**src/rtl/swsc_pkg.sv**
```systemverilog
// Shared widths, register codes and controller/datapath bundles for the
// sliding-window slope convergence unit. No dependencies.
package swsc_pkg;

    // Field widths of the stream payloads and registers
    localparam int STEP_W     = 24;
    localparam int VAL_W      = 48;
    localparam int HALF_W     = 24;
    localparam int INTV_W     = 16;
    localparam int TOL_W      = 47;
    localparam int IN_DATA_W  = 72;
    localparam int IN_USER_W  = 2;
    localparam int OUT_DATA_W = 48;
    localparam int OUT_USER_W = 3;
    localparam int CFG_IDX_W  = 1;

    // Quotient bits produced by the serial divider
    localparam int QBITS  = 48;
    localparam int QCNT_W = 6;

    // Window size defaults
    localparam int MAX_POINTS_DEF = 10;
    localparam int MIN_POINTS_DEF = 4;

    // Configuration register indexes
    localparam logic [CFG_IDX_W-1:0] CFG_CHECK_INTERVAL  = 1'b0;
    localparam logic [CFG_IDX_W-1:0] CFG_SLOPE_TOLERANCE = 1'b1;

    // Register reset values
    localparam logic [INTV_W-1:0] INTERVAL_RST  = 16'd1;
    localparam logic [TOL_W-1:0]  TOLERANCE_RST = 47'd1099;

    // Commands from the controller to the datapath
    typedef struct packed {
        logic load_in;    // capture the input beat
        logic clear_win;  // empty the window, drop converged
        logic write_win;  // append the held sample
        logic acc_clr;    // zero the sums
        logic rd_rewind;  // read the oldest entry
        logic rd_go;      // read the next entry
        logic sum_rd;     // this read feeds the step sum
        logic calc_c;     // centered step of the read entry
        logic mul;        // products of the read entry
        logic acc1;       // add denominator and low numerator product
        logic acc2;       // add high numerator product
        logic mag;        // split numerator into sign and magnitude
        logic div_init;   // load the divider
        logic div_step;   // one quotient bit
        logic finish;     // saturate, store slope, update converged
        logic out_load;   // fill the output register
    } swsc_cmd_t;

    // Status from the datapath to the controller
    typedef struct packed {
        logic is_clear;   // held item is a clear
        logic take_ok;    // held sample is measured and far enough along
        logic den_pos;    // fit is not degenerate
        logic div_big;    // quotient would need more than QBITS bits
    } swsc_stat_t;

endpackage

```
**src/rtl/swsc_ctrl.sv**
```systemverilog
// Controller of the slope convergence unit: sequences one item through check,
// append, summing, per-point products, division and output. Uses swsc_pkg.
module swsc_ctrl #(
    parameter int MAX_POINTS = swsc_pkg::MAX_POINTS_DEF,
    parameter int MIN_POINTS = swsc_pkg::MIN_POINTS_DEF
) (
    input  logic                               clk,
    input  logic                               rst_n,
    input  logic                               s_tvalid,
    output logic                               s_tready,
    output logic                               m_tvalid,
    input  logic                               m_tready,
    output swsc_pkg::swsc_cmd_t                cmd,
    input  swsc_pkg::swsc_stat_t               stat,
    input  logic [$clog2(MAX_POINTS+1)-1:0]    fill
);
    import swsc_pkg::*;

    localparam int CNT_W = $clog2(MAX_POINTS + 1);

    localparam logic [3:0] S_IDLE  = 4'd0;
    localparam logic [3:0] S_CHECK = 4'd1;
    localparam logic [3:0] S_WRITE = 4'd2;
    localparam logic [3:0] S_SUM0  = 4'd3;
    localparam logic [3:0] S_SUM   = 4'd4;
    localparam logic [3:0] S_EC    = 4'd5;
    localparam logic [3:0] S_EMUL  = 4'd6;
    localparam logic [3:0] S_EACC1 = 4'd7;
    localparam logic [3:0] S_EACC2 = 4'd8;
    localparam logic [3:0] S_MAG   = 4'd9;
    localparam logic [3:0] S_DCHK  = 4'd10;
    localparam logic [3:0] S_DIV   = 4'd11;
    localparam logic [3:0] S_FIN   = 4'd12;
    localparam logic [3:0] S_OUT   = 4'd13;

    logic [3:0]        state_reg;
    logic [3:0]        state_next;
    logic [CNT_W-1:0]  elem_reg;
    logic [CNT_W-1:0]  elem_next;
    logic [CNT_W-1:0]  elem_inc;
    logic [QCNT_W-1:0] qcnt_reg;
    logic [QCNT_W-1:0] qcnt_next;
    logic              m_tvalid_reg;
    logic [CNT_W:0]    fill_after;

    assign elem_inc   = elem_reg + 1'b1;
    assign fill_after = (fill == CNT_W'(MAX_POINTS)) ? {1'b0, fill}
                                                     : {1'b0, fill} + 1'b1;

    // Sequence one item
    always_comb
    begin
        cmd        = '0;
        state_next = state_reg;
        elem_next  = elem_reg;
        qcnt_next  = qcnt_reg;
        s_tready   = (state_reg == S_IDLE);
        case (state_reg)
            S_IDLE:
            begin
                if (s_tvalid)
                begin
                    cmd.load_in = 1'b1;
                    state_next  = S_CHECK;
                end
            end
            S_CHECK:
            begin
                if (stat.is_clear)
                begin
                    cmd.clear_win = 1'b1;
                    state_next    = S_OUT;
                end
                else if (stat.take_ok)
                begin
                    state_next = S_WRITE;
                end
                else
                begin
                    state_next = S_OUT;
                end
            end
            S_WRITE:
            begin
                cmd.write_win = 1'b1;
                state_next = (int'(fill_after) >= MIN_POINTS) ? S_SUM0 : S_OUT;
            end
            // Sum the steps; the last cycle drains and fetches the first entry
            S_SUM0:
            begin
                cmd.acc_clr   = 1'b1;
                cmd.rd_rewind = 1'b1;
                cmd.sum_rd    = 1'b1;
                elem_next     = CNT_W'(1);
                state_next    = S_SUM;
            end
            S_SUM:
            begin
                if (elem_reg < fill)
                begin
                    cmd.rd_go  = 1'b1;
                    cmd.sum_rd = 1'b1;
                    elem_next  = elem_inc;
                end
                else
                begin
                    cmd.rd_rewind = 1'b1;
                    elem_next     = '0;
                    state_next    = S_EC;
                end
            end
            S_EC:
            begin
                cmd.calc_c = 1'b1;
                state_next = S_EMUL;
            end
            S_EMUL:
            begin
                cmd.mul    = 1'b1;
                state_next = S_EACC1;
            end
            S_EACC1:
            begin
                cmd.acc1   = 1'b1;
                state_next = S_EACC2;
            end
            S_EACC2:
            begin
                cmd.acc2 = 1'b1;
                if (elem_inc < fill)
                begin
                    cmd.rd_go  = 1'b1;
                    elem_next  = elem_inc;
                    state_next = S_EC;
                end
                else
                begin
                    state_next = S_MAG;
                end
            end
            S_MAG:
            begin
                cmd.mag    = 1'b1;
                state_next = S_DCHK;
            end
            // Drop a degenerate fit; skip the divider when it would overflow
            S_DCHK:
            begin
                if (!stat.den_pos)
                begin
                    state_next = S_OUT;
                end
                else
                begin
                    cmd.div_init = 1'b1;
                    qcnt_next    = '0;
                    state_next   = stat.div_big ? S_FIN : S_DIV;
                end
            end
            S_DIV:
            begin
                cmd.div_step = 1'b1;
                qcnt_next    = qcnt_reg + 1'b1;
                if (qcnt_reg == QCNT_W'(QBITS - 1))
                begin
                    state_next = S_FIN;
                end
            end
            S_FIN:
            begin
                cmd.finish = 1'b1;
                state_next = S_OUT;
            end
            // Hand the result to the output register once it is free
            S_OUT:
            begin
                if (!m_tvalid_reg || m_tready)
                begin
                    cmd.out_load = 1'b1;
                    state_next   = S_IDLE;
                end
            end
            default:
            begin
                state_next = S_IDLE;
            end
        endcase
    end

    // Advance state, counters and output valid
    always_ff @(posedge clk or negedge rst_n)
    begin
        if (!rst_n)
        begin
            state_reg    <= S_IDLE;
            elem_reg     <= '0;
            qcnt_reg     <= '0;
            m_tvalid_reg <= 1'b0;
        end
        else
        begin
            state_reg <= state_next;
            elem_reg  <= elem_next;
            qcnt_reg  <= qcnt_next;
            if (cmd.out_load)
            begin
                m_tvalid_reg <= 1'b1;
            end
            else if (m_tready)
            begin
                m_tvalid_reg <= 1'b0;
            end
        end
    end

    assign m_tvalid = m_tvalid_reg;

endmodule

```
**config.mk**
```make
export PLATFORM = sky130hd
export DESIGN_NAME = swsc_ctrl
export DESIGN_NICKNAME = d
export VERILOG_FILES = /design/src/rtl/swsc_pkg.sv /design/src/rtl/swsc_ctrl.sv
export SDC_FILE = /design/constraint.sdc
export NUM_CORES = 1
export LEC_CHECK = 0
export BUFFER_PORTS_ARGS = -buffer_cell sky130_fd_sc_hd__buf_2
export CAP_MARGIN = 20
export CORE_UTILIZATION = 32
export CTS_CLUSTER_SIZE = 28
export DETAILED_ROUTE_END_ITERATION = 16
export GPL_TIMING_DRIVEN = 0
export PLACE_DENSITY = 0.53
export REMOVE_ABC_BUFFERS = 1
export SLEW_MARGIN = 20
export SYNTH_ARGS = -nofsm -noshare
export SYNTH_HDL_FRONTEND = slang
export SYNTH_SLANG_ARGS = --single-unit
```
**constraint.sdc**
```tcl
create_clock -name clk -period 3.15 [get_ports clk]
set_input_delay 0.315 -clock clk [delete_from_list [all_inputs] [get_ports clk]]
set_output_delay 0.315 -clock clk [all_outputs]
set_load 0.05 [all_outputs]
```
==> results of run 1 <==
## cells in the final DEF (no fill, tap or decap), drive strengths merged
master       netlist  final
buf                3     29
nand2             21     21
dfrtp             15     15
nor2              14     14
o21ai             14     14
nand2b            11     11
a21oi              8      8
ha                 8      8
inv                8      8
nor2b              5      5
nand3              4      4
a211oi             4      4
clkbuf             3      4
o211ai             3      3
nor3               2      2
and2               2      2
and3               2      2
a21o               2      2
a22oi              2      2
a22o               2      2
xnor2              1      1
nor4b              1      1
nand4bb            1      1
or4b               1      1
a21boi             1      1
o221a              1      1
o311a              1      1
a31o               1      1
xor2               1      1
o22ai              1      1
nand4              1      1
a31oi              1      1
or2                1      1
nand3b             1      1
o21bai             1      1
a32o               1      1
a2111oi            1      1
a211o              1      1
o2111ai            1      1
dlygate4sd3        0      1
## final cells by class
type	count	share of cell area, %
clock buffer	4	3.106
tap	48	4.142
multi-input combinational	123	54.10
timing repair buffer	30	10.70
sequential	15	25.88
inverter	8	2.071
## worst paths after layout
check                      cells after the start               startpoint                       end  slack (ps)
min reg2reg                                    1  qcnt_reg[5]$_DFFE_PN0P_   qcnt_reg[5]$_DFFE_PN0P_         480
max reg2reg                                    7  elem_reg[0]$_DFFE_PN0P_  state_reg[3]$_DFFE_PN0P_         850
max in group asynchronous                      2                    rst_n   elem_reg[1]$_DFFE_PN0P_        2420
min                                            3                 m_tready      m_tvalid$_DFFE_PN0P_         370
max                                            7  elem_reg[0]$_DFFE_PN0P_                   cmd[10]         620
min in group asynchronous                      2                    rst_n   qcnt_reg[3]$_DFFE_PN0P_         500
## cell families (layout without fill, tap and decap cells)
group | after synthesis | count (layout) | synth area share (%)
DFF | 15 | 15 | 30.71
adders and majority gates | 8 | 8 | 8.189
buffers and inverters | 14 | 42 | 5.118
xor gates and xnor gates | 2 | 2 | 1.433
and+or+nand+nor | 67 | 67 | 28.56
AOI/OAI and AO/OA | 46 | 46 | 26.00
## critical path, cell delays in order, from the launching register on
cell and delay [ps]:
dfrtp_1 430, ha_1 340, ha_1 270, a21boi_1 130, o211ai_1 260, nand2_1 170, nand2_2 120, buf_2 260
## metal layers
| metal | vias up | wire (um) |
|---|---|---|
| met5 | - | 0 |
| met4 | 0 | 42 |
| met3 | 4 | 100 |
| met2 | 28 | 1256 |
| met1 | 528 | 1312 |
| li1 | 603 | - |
## power by group
| part | leakage (nW) | internal (mW) | switching, mW |
|---|---|---|---|
| logic | 0.529 | 0.323 | 0.555 |
| clock network | 0.0228 | 0.0893 | 0.0592 |
| registers | 0.187 | 0.282 | 0.172 |
| total | 0.739 | 0.695 | 0.786 |
## through the flow
stage / power [mW] / utilization (%) / instance area [sq um] / instances / hold WS, ps
after floorplan: 1.129 / - / 1190 / 146 / 19.41
after global placement: 1.320 / 38.11 / 1395 / 223 / 232.0
after detailed placement: 1.339 / 38.11 / 1395 / 223 / 229.7
after CTS: 1.495 / 39.61 / 1450 / 228 / 365.1
after global routing: 1.613 / 39.61 / 1450 / 228 / 394.9
final: 1.480 / 39.61 / 1450 / 228 / 366.9
==> impl_metrics.py, run 1 <==
metrics = {
    "drt": {
        "postRouteAntennaNets": 0,
        "route.detailed.vias_per_inst": 5.101,
        "drt_drc_violations_left": 0,
        "post_drt_wl_per_cell_um": 11.89,
        "pre_repair_dr_iteration_count": 4,
        "drt_first_iter_violations": 54,
        "detailroute.via_count": 1163,
        "route.final.wire_length_um": 2711,
    },
    "timing": {
        "final_min_period_ps": 2530,
        "min_period_over_period_pct": 80.30,
        "report.final.hold_viol_count": 0,
        "setup_viol_count_final": 0,
        "setup-tns-final_ps": 0,
        "finalMaxSlewViolations": 0,
        "tightestPinTransition_ps": 586.8,
        "grt_setup_unrepaired": "false",
        "final_critical_path_setup_slack_ps": 620.4,
        "timing.clock.skew_ps": 0.4695,
        "max_freq_mhz": 395.3,
        "slew_headroom_pct": 60.88,
    },
    "cts": {
        "clock_insertion_delay_worst_skew_ps": 240,
        "post_cts_resize_count": 0,
        "cts.repair_timing.setup_buffer_count": 0,
        "cts_root_buffer": "clkbuf_8",
        "clk_pin_slew_ps": 50,
        "cts-htree-levels": 1,
        "hold_fix_buffers_cts": 1,
        "tritoncts": "built",
        "cts-buffers-inserted": 3,
        "max-clock-path-buffers": 2,
        "numClockSinks": 15,
    },
    "floorplan": {
        "chipWidth_um": 63.81,
        "coreArea_sq_um": 3661,
        "die-height_um": 63.81,
        "start_util_pct": 33.39,
        "ios": 30,
        "fp-row-count": 22,
        "die_area_sq_um": 4071,
    },
    "layout": {
        "largest_reg_flops": 6,
        "filler_cell_count": 393,
        "final_net_count": 201,
        "area_overhead_vs_synth_pct": 18.63,
        "area.sequential_sq_um": 375.4,
        "multiInputGateArea_sq_um": 784.5,
        "antenna-diode-count": 0,
        "final_layout_size_suffix_gt1_share_pct": 22.78,
    },
    "synth": {
        "ys_seq_area_share_pct": 30.71,
        "yosysMostFrequentCell": "nand2_1",
        "synth_seq_cells": 15,
        "synth_common_cells": "nand2_1 (20), dfrtp_1 (15), nor2_1 (14)",
        "ys.warnings.count": 0,
        "syn_inst": 152,
        "yosys.area.top_type_share_pct": 30.71,
        "yosys-top-cells-area": "dfrtp_1 (31%), ha_1 (8.2%), nand2_1 (6.1%)",
        "synth_enable_flop_cells": 0,
        "yosysTopAreaCell": "dfrtp_1",
        "synth_area_per_inst_sq_um": 8.042,
        "ys_types": 46,
        "asyncSetResetFlopFracSynth_pct": 100.0,
        "postSynth.topFlopCell": "dfrtp_1",
        "syn-cell-area_sq_um": 1222,
    },
    "global_route": {
        "grt_max_degree": 20,
        "globalRouteTotalUtil_pct": 14.07,
        "groute.layer.met1.usage_pct": 19.56,
        "met2_usage_pct": 21.68,
        "first_global_vias": 1058,
        "busiest_layer": "met2",
        "grt-ovfl-total": 0,
        "grt_antenna_before_repair": 0,
        "global_route_wire_length_before_repair_um": 4588,
        "globalRouteMet3Util_pct": 1.429,
    },
    "worst_setup_path": {
        "worstSetupPathType": "flop to primary output",
        "critPathLaunchType": "flop",
        "timing.critical_path.arrival_ps": 2210,
        "worstPathMaxFanout": 6,
        "worst-endpoint-required_ps": 2830,
        "setup.worst_path.end_class": "primary output",
    },
    "min_path": {
        "hold_path.class": "primary input to flop",
    },
    "placed_design": {
        "gp_congestion": 0.8118,
        "place.detailed.hpwl_um": 2116,
        "place.port_buffers": 29,
        "worst_setup_slack_before_clock_tree_synthesis_ps": 840.6,
    },
    "power_and_ir_drop": {
        "power_density_nw_per_um2": 1021,
        "power_leakage_nw": 0.7394,
        "vdd_ir_drop_max_v": 0.0003432,
    },
    "run": {
        "max_cap_viols": 0,
    },
    "run_status": {
        "result_of_the_run": "finished, final reports clean",
    },
}
Power figures use the tool's default switching activity.
==> run 2, diff against run 1 <==
PLACE_DENSITY = 0.55   (was 0.53)
clock period = 2.2 ns   (was 3.15 ns; I/O delays follow)
==> run 2 against run 1 <==
Net effect:
- worst setup slack got worse by 640 ps
- largest power group unchanged
- register-to-register slack got worse by 800 ps
- the run now ends with setup timing left
- critical path type unchanged
- flip-flop and latch count stayed put
- die area unchanged
- combinational power rose by 91%
- highest routed layer unchanged
- clock-buffer cell count stayed put
- clock skew increased by 4.2 ps
- sequential share of layout area shrank 2.4 points
- hold slack got worse by 100 ps
==> impl_metrics.py, run 2 (synthesized netlist as in run 1, its figures left out) <==
metrics = {
    "run_status": {
        "result_of_the_run": "complete, but fails checks",
        "violations_in_the_final_reports": "setup timing",
    },
    "placed_design": {
        "placed_cells_incl_taps": 223,
        "place.port_buffers": 29,
        "place.detailed.hpwl_um": 2189,
        "gp_congestion": 0.8056,
        "worst_setup_slack_before_clock_tree_synthesis_ps": 37.84,
    },
    "timing": {
        "setup_viol_count_final": 1,
        "min_period_over_period_pct": 101.0,
        "timing.clock.skew_ps": 4.690,
        "final_min_period_ps": 2221,
        "report.final.hold_viol_count": 0,
        "setup-tns-final_ps": -21.37,
        "final_critical_path_setup_slack_ps": -21.37,
        "grt_setup_unrepaired": "true",
        "tightestPinTransition_ps": 395.0,
        "finalMaxSlewViolations": 0,
        "max_freq_mhz": 450.2,
        "slew_headroom_pct": 73.60,
    },
    "power_and_ir_drop": {
        "power_leakage_nw": 0.8158,
        "vdd_ir_drop_max_v": 0.0004661,
        "power_density_nw_per_um2": 1518,
    },
    "floorplan": {
        "ios": 30,
        "fp-row-count": 22,
        "coreArea_sq_um": 3661,
        "die_area_sq_um": 4071,
        "start_util_pct": 33.39,
        "chipWidth_um": 63.81,
        "die-height_um": 63.81,
    },
    "global_route": {
        "first_global_vias": 1143,
        "grt_max_degree": 17,
        "grt-ovfl-total": 0,
        "grt_antenna_before_repair": 0,
        "globalRouteTotalUtil_pct": 15.02,
        "global_route_wire_length_before_repair_um": 4830,
    },
    "layout": {
        "final_net_count": 215,
        "antenna-diode-count": 0,
        "layout_common_cells": "buf_2 (27), nand2_1 (20), buf_4 (15)",
        "final_layout_size_suffix_gt1_share_pct": 35.57,
        "largest_reg_flops": 6,
        "fin_cells": 242,
        "area_overhead_vs_synth_pct": 33.16,
        "filler_cell_count": 367,
        "final_common_cell": "buf_2",
        "final_core_utilization_pct": 44.46,
    },
    "drt": {
        "route.final.wire_length_um": 3033,
        "route.detailed.vias_per_inst": 5.231,
        "drt_drc_violations_left": 0,
        "drt_first_iter_violations": 54,
        "detailroute.via_count": 1266,
        "postRouteAntennaNets": 0,
        "post_drt_wl_per_cell_um": 12.53,
        "pre_repair_dr_iteration_count": 4,
    },
    "worst_setup_path": {
        "worstSetupPathType": "flop to primary output",
        "reg2regPathDepth": 8,
        "critPathLaunchType": "flop",
        "critical_path.most_common_cell": "ha_4",
        "cpLargestDelayFamily": "adder cells",
        "worstPathMaxFanout": 6,
        "timing.rr.start": "elem_reg[0]$_DFFE_PN0P_",
        "setup.worst_path.end_class": "primary output",
        "reg2reg_slack_ps": 50,
        "worstReg2RegEnd": "state_reg[3]$_DFFE_PN0P_",
        "critical_path.cell_chain": "ha_4 > ha_4 > a21boi_2 > o211ai_1 > nand2_1 > nand2_2 > buf_8",
        "timing.critical_path.arrival_ps": 2000,
        "critical-path-slowest-cell": "dfrtp_2",
        "worst-endpoint-required_ps": 1980,
        "cp_num_buf_inv": 1,
        "cp_slowest_stage_delay_ps": 450,
    },
    "cts": {
        "cts_root_buffer": "clkbuf_8",
        "clock_insertion_delay_worst_skew_ps": 240,
        "cts-htree-levels": 1,
        "max-clock-path-buffers": 2,
        "tritoncts": "built",
        "numClockSinks": 15,
        "clk_pin_slew_ps": 60,
        "cts-buffers-inserted": 3,
    },
    "min_path": {
        "timing.hold.worst_endpoint": "m_tvalid$_DFFE_PN0P_",
        "hold_path.class": "primary input to flop",
        "holdPathStages": 3,
        "critical_hold_path_startpoint": "m_tready",
    },
    "run": {
        "max_cap_viols": 0,
    },
}
-- run 2: cell count changes in the layout (fill, tap and decap cells not counted), moves of 2 or more --
cell,delta
a21oi_1,-2
a21oi_2,+2
buf_2,-2
buf_4,+15
dfrtp_1,-6
dfrtp_2,+6
ha_1,-2
ha_4,+2
-- run 2: layout make-up --
cell class	count	area, sq um	area share (%)
multi-input cells	123	837.1	51.42
flip-flops and latches	15	382.9	23.52
repair buffers	44	272.8	16.76
well taps	48	60.06	3.689
clock buffers	4	45.04	2.767
inverters	8	30.03	1.845
-- run 2: where the power goes --
group | internal [mW] | switching (mW) | total, mW
Combinational | 0.690 | 0.990 | 1.68
Sequential | 0.417 | 0.161 | 0.577
Clock | 0.128 | 0.0854 | 0.213
Total | 1.23 | 1.24 | 2.47
-- run 2: worst max path at each step --
stage                                         from                        to  slack, ps  depth (start not counted)
after floorplan           state_reg[0]$_DFFE_PN0P_   elem_reg[1]$_DFFE_PN0P_       -270                          5
after global placement     elem_reg[0]$_DFFE_PN0P_  state_reg[3]$_DFFE_PN0P_        -20                          7
after detailed placement  state_reg[0]$_DFFE_PN0P_                   cmd[10]         40                          5
after CTS                  elem_reg[0]$_DFFE_PN0P_                   cmd[10]        -70                          7
after global routing       elem_reg[0]$_DFFE_PN0P_                   cmd[10]       -120                          8
final                      elem_reg[0]$_DFFE_PN0P_                   cmd[10]        -20                          7
-- run 2: worst min-delay path: cells and delay by family --
kind / cells / cell delay (ps)
buffers and inverters: 1 / 70
AND/OR/NAND/NOR: 2 / 180
-- run 2: what timing repair did --
action	CTS	global route
hold endpoints to repair	15	0
pin swaps	1	5
hold buffers	1	0
setup buffers	3	11
resized for setup	11	8
setup endpoints to repair	2	5
cloned	0	0
-- run 2: per-stage QoR --
step           hold slack, ps  power [mW]  cell area [sq um]
6_report                262.1       2.471               1628
5_1_grt                 297.8       2.672               1628
4_1_cts                 263.4       2.256               1504
3_5_place_dp            137.4       1.928               1395
3_3_place_gp            138.2       1.892               1395
2_1_floorplan          -75.59       1.617               1190
-- run 2: routing by layer --
metal  track usage (%)  wire [um]  up-vias
li1                  -          -      632
met1             18.53       1395      591
met2             25.13       1461       36
met3             2.321        127        7
met4             7.670         48        0
met5                 0          0        -
==> run 3, diff against run 2 <==
CTS_BUF_LIST = sky130_fd_sc_hd__clkbuf_8   (was unset)
==> run 3 against run 2 <==
Net effect:
- the flow still finishes with violations (setup timing)
- total power shrank 0.19%
- combinational power is essentially flat
- clock-buffer cell count shrank 1
- clock power shrank 2%
- register-to-register slack about the same
- core utilization unchanged
- largest cell class unchanged
- highest routed layer unchanged
==> impl_metrics.py, run 3 (synthesized netlist as in run 1, its figures left out) <==
metrics = {
    "floorplan": {
        "fp-row-count": 22,
        "die-height_um": 63.81,
        "die_area_sq_um": 4071,
        "chipWidth_um": 63.81,
        "coreArea_sq_um": 3661,
        "ios": 30,
        "start_util_pct": 33.39,
    },
    "run_status": {
        "result_of_the_run": "complete, but fails checks",
        "violations_in_the_final_reports": "setup timing",
    },
    "global_route": {
        "grt-ovfl-total": 0,
        "grt_antenna_before_repair": 0,
        "first_global_vias": 1143,
        "globalRouteTotalUtil_pct": 15.02,
        "global_route_wire_length_before_repair_um": 4830,
        "grt_max_degree": 17,
    },
    "layout": {
        "largest_reg_flops": 6,
        "antenna-diode-count": 0,
        "layout_common_cells": "buf_2 (27), nand2_1 (20), buf_4 (15)",
        "fin_cells": 242,
        "final_layout_size_suffix_gt1_share_pct": 35.57,
        "area_overhead_vs_synth_pct": 33.16,
        "final_core_utilization_pct": 44.46,
        "final_common_cell": "buf_2",
        "final_net_count": 215,
    },
    "timing": {
        "setup-tns-final_ps": -21.40,
        "min_period_over_period_pct": 101.0,
        "report.final.hold_viol_count": 0,
        "setup_viol_count_final": 1,
        "tightestPinTransition_ps": 395.0,
        "timing.clock.skew_ps": 5.022,
        "slew_headroom_pct": 73.60,
        "max_freq_mhz": 450.2,
        "final_critical_path_setup_slack_ps": -21.40,
        "final_min_period_ps": 2221,
        "grt_setup_unrepaired": "true",
        "finalMaxSlewViolations": 0,
    },
    "cts": {
        "tritoncts": "built",
        "max-clock-path-buffers": 2,
        "clk_pin_slew_ps": 60,
        "numClockSinks": 15,
        "cts-buffers-inserted": 3,
        "clock_insertion_delay_worst_skew_ps": 240,
        "cts_root_buffer": "clkbuf_8",
        "cts-htree-levels": 1,
    },
    "power_and_ir_drop": {
        "power_density_nw_per_um2": 1515,
        "vdd_ir_drop_max_v": 0.0004664,
        "power_leakage_nw": 0.8199,
    },
    "worst_setup_path": {
        "worstSetupPathType": "flop to primary output",
        "worst-endpoint-required_ps": 1980,
        "timing.critical_path.arrival_ps": 2000,
        "setup.worst_path.end_class": "primary output",
        "critPathLaunchType": "flop",
        "worstPathMaxFanout": 6,
    },
    "drt": {
        "postRouteAntennaNets": 0,
        "post_drt_wl_per_cell_um": 12.48,
        "pre_repair_dr_iteration_count": 4,
        "route.final.wire_length_um": 3020,
        "detailroute.via_count": 1271,
        "drt_drc_violations_left": 0,
        "route.detailed.vias_per_inst": 5.252,
        "drt_first_iter_violations": 53,
    },
    "placed_design": {
        "placed_cells_incl_taps": 223,
        "place.detailed.hpwl_um": 2189,
        "gp_congestion": 0.8056,
        "place.port_buffers": 29,
    },
    "run": {
        "max_cap_viols": 0,
    },
    "min_path": {
        "hold_path.class": "primary input to flop",
    },
}
-- run 3: cell count changes in the layout (fill, tap and decap cells not counted) --
cell	change
inv_1	+1
clkbuf_1	-1
-- run 3: what timing repair did --
item / 4_1_cts / 5_1_grt
gates resized for setup: 11 / 8
endpoints found under the setup margin: 2 / 5
hold buffers: 1 / 0
buffers inserted: 3 / 11
endpoints found under the hold margin: 15 / 0
pin swaps: 1 / 5
-- run 3: routing by layer --
| metal | track usage (%) | part of all wire (%) | vias up | wire length [um] |
|---|---|---|---|---|
| li1 | - | - | 632 | - |
| met5 | 0 | 0 | - | 0 |
| met3 | 2.321 | 4.6 | 7 | 140 |
| met4 | 7.670 | 1.6 | 0 | 48 |
| met2 | 25.13 | 48 | 42 | 1442 |
| met1 | 18.53 | 46 | 590 | 1390 |
-- run 3: final cells by class --
class / instances / area (sq um)
fill: 367 / 2033
multi-input combinational: 123 / 837.1
sequential: 15 / 382.9
timing repair buffer: 44 / 272.8
tap: 48 / 60.06
clock buffer: 3 / 41.29
inverter: 8 / 30.03
clock inverter: 1 / 3.754
-- run 3: path summary, 6_finish.rpt --
check | from | endpoint | slack (ps) | depth (start not counted)
max in group asynchronous | rst_n | elem_reg[1]$_DFFE_PN0P_ | 1530 | 2
setup / recovery | elem_reg[0]$_DFFE_PN0P_ | cmd[10] | -20 | 7
hold / removal | m_tready | m_tvalid$_DFFE_PN0P_ | 260 | 3
setup reg to reg | elem_reg[0]$_DFFE_PN0P_ | state_reg[3]$_DFFE_PN0P_ | 50 | 8
hold reg to reg | qcnt_reg[5]$_DFFE_PN0P_ | qcnt_reg[5]$_DFFE_PN0P_ | 480 | 1
min in group asynchronous | rst_n | qcnt_reg[4]$_DFFE_PN0P_ | 400 | 2
-- run 3: metrics by stage --
step / total power [mW] / worst slack [ps] / area [sq um] / hold slack [ps]
after global routing: 2.668 / -116.7 / 1628 / 297.7
after floorplan: 1.617 / -268.0 / 1190 / -75.59
final: 2.466 / -21.40 / 1628 / 261.7
after global placement: 1.892 / -23.88 / 1395 / 138.2
after detailed placement: 1.928 / 37.84 / 1395 / 137.4
after CTS: 2.251 / -72.39 / 1504 / 263.1
-- run 3: worst max-delay path, cell delays in order, from the launching register on --
cell,delay (ps)
dfrtp_2,450
ha_4,290
ha_4,190
a21boi_2,140
o211ai_1,260
nand2_1,150
nand2_2,130
buf_8,150
-- run 3: power breakdown --
part / total [mW] / switching (mW) / leakage (nW) / internal, mW
Combinational: 1.68 / 0.990 / 0.613 / 0.690
Sequential: 0.577 / 0.161 / 0.180 / 0.417
Clock: 0.209 / 0.0858 / 0.0269 / 0.123
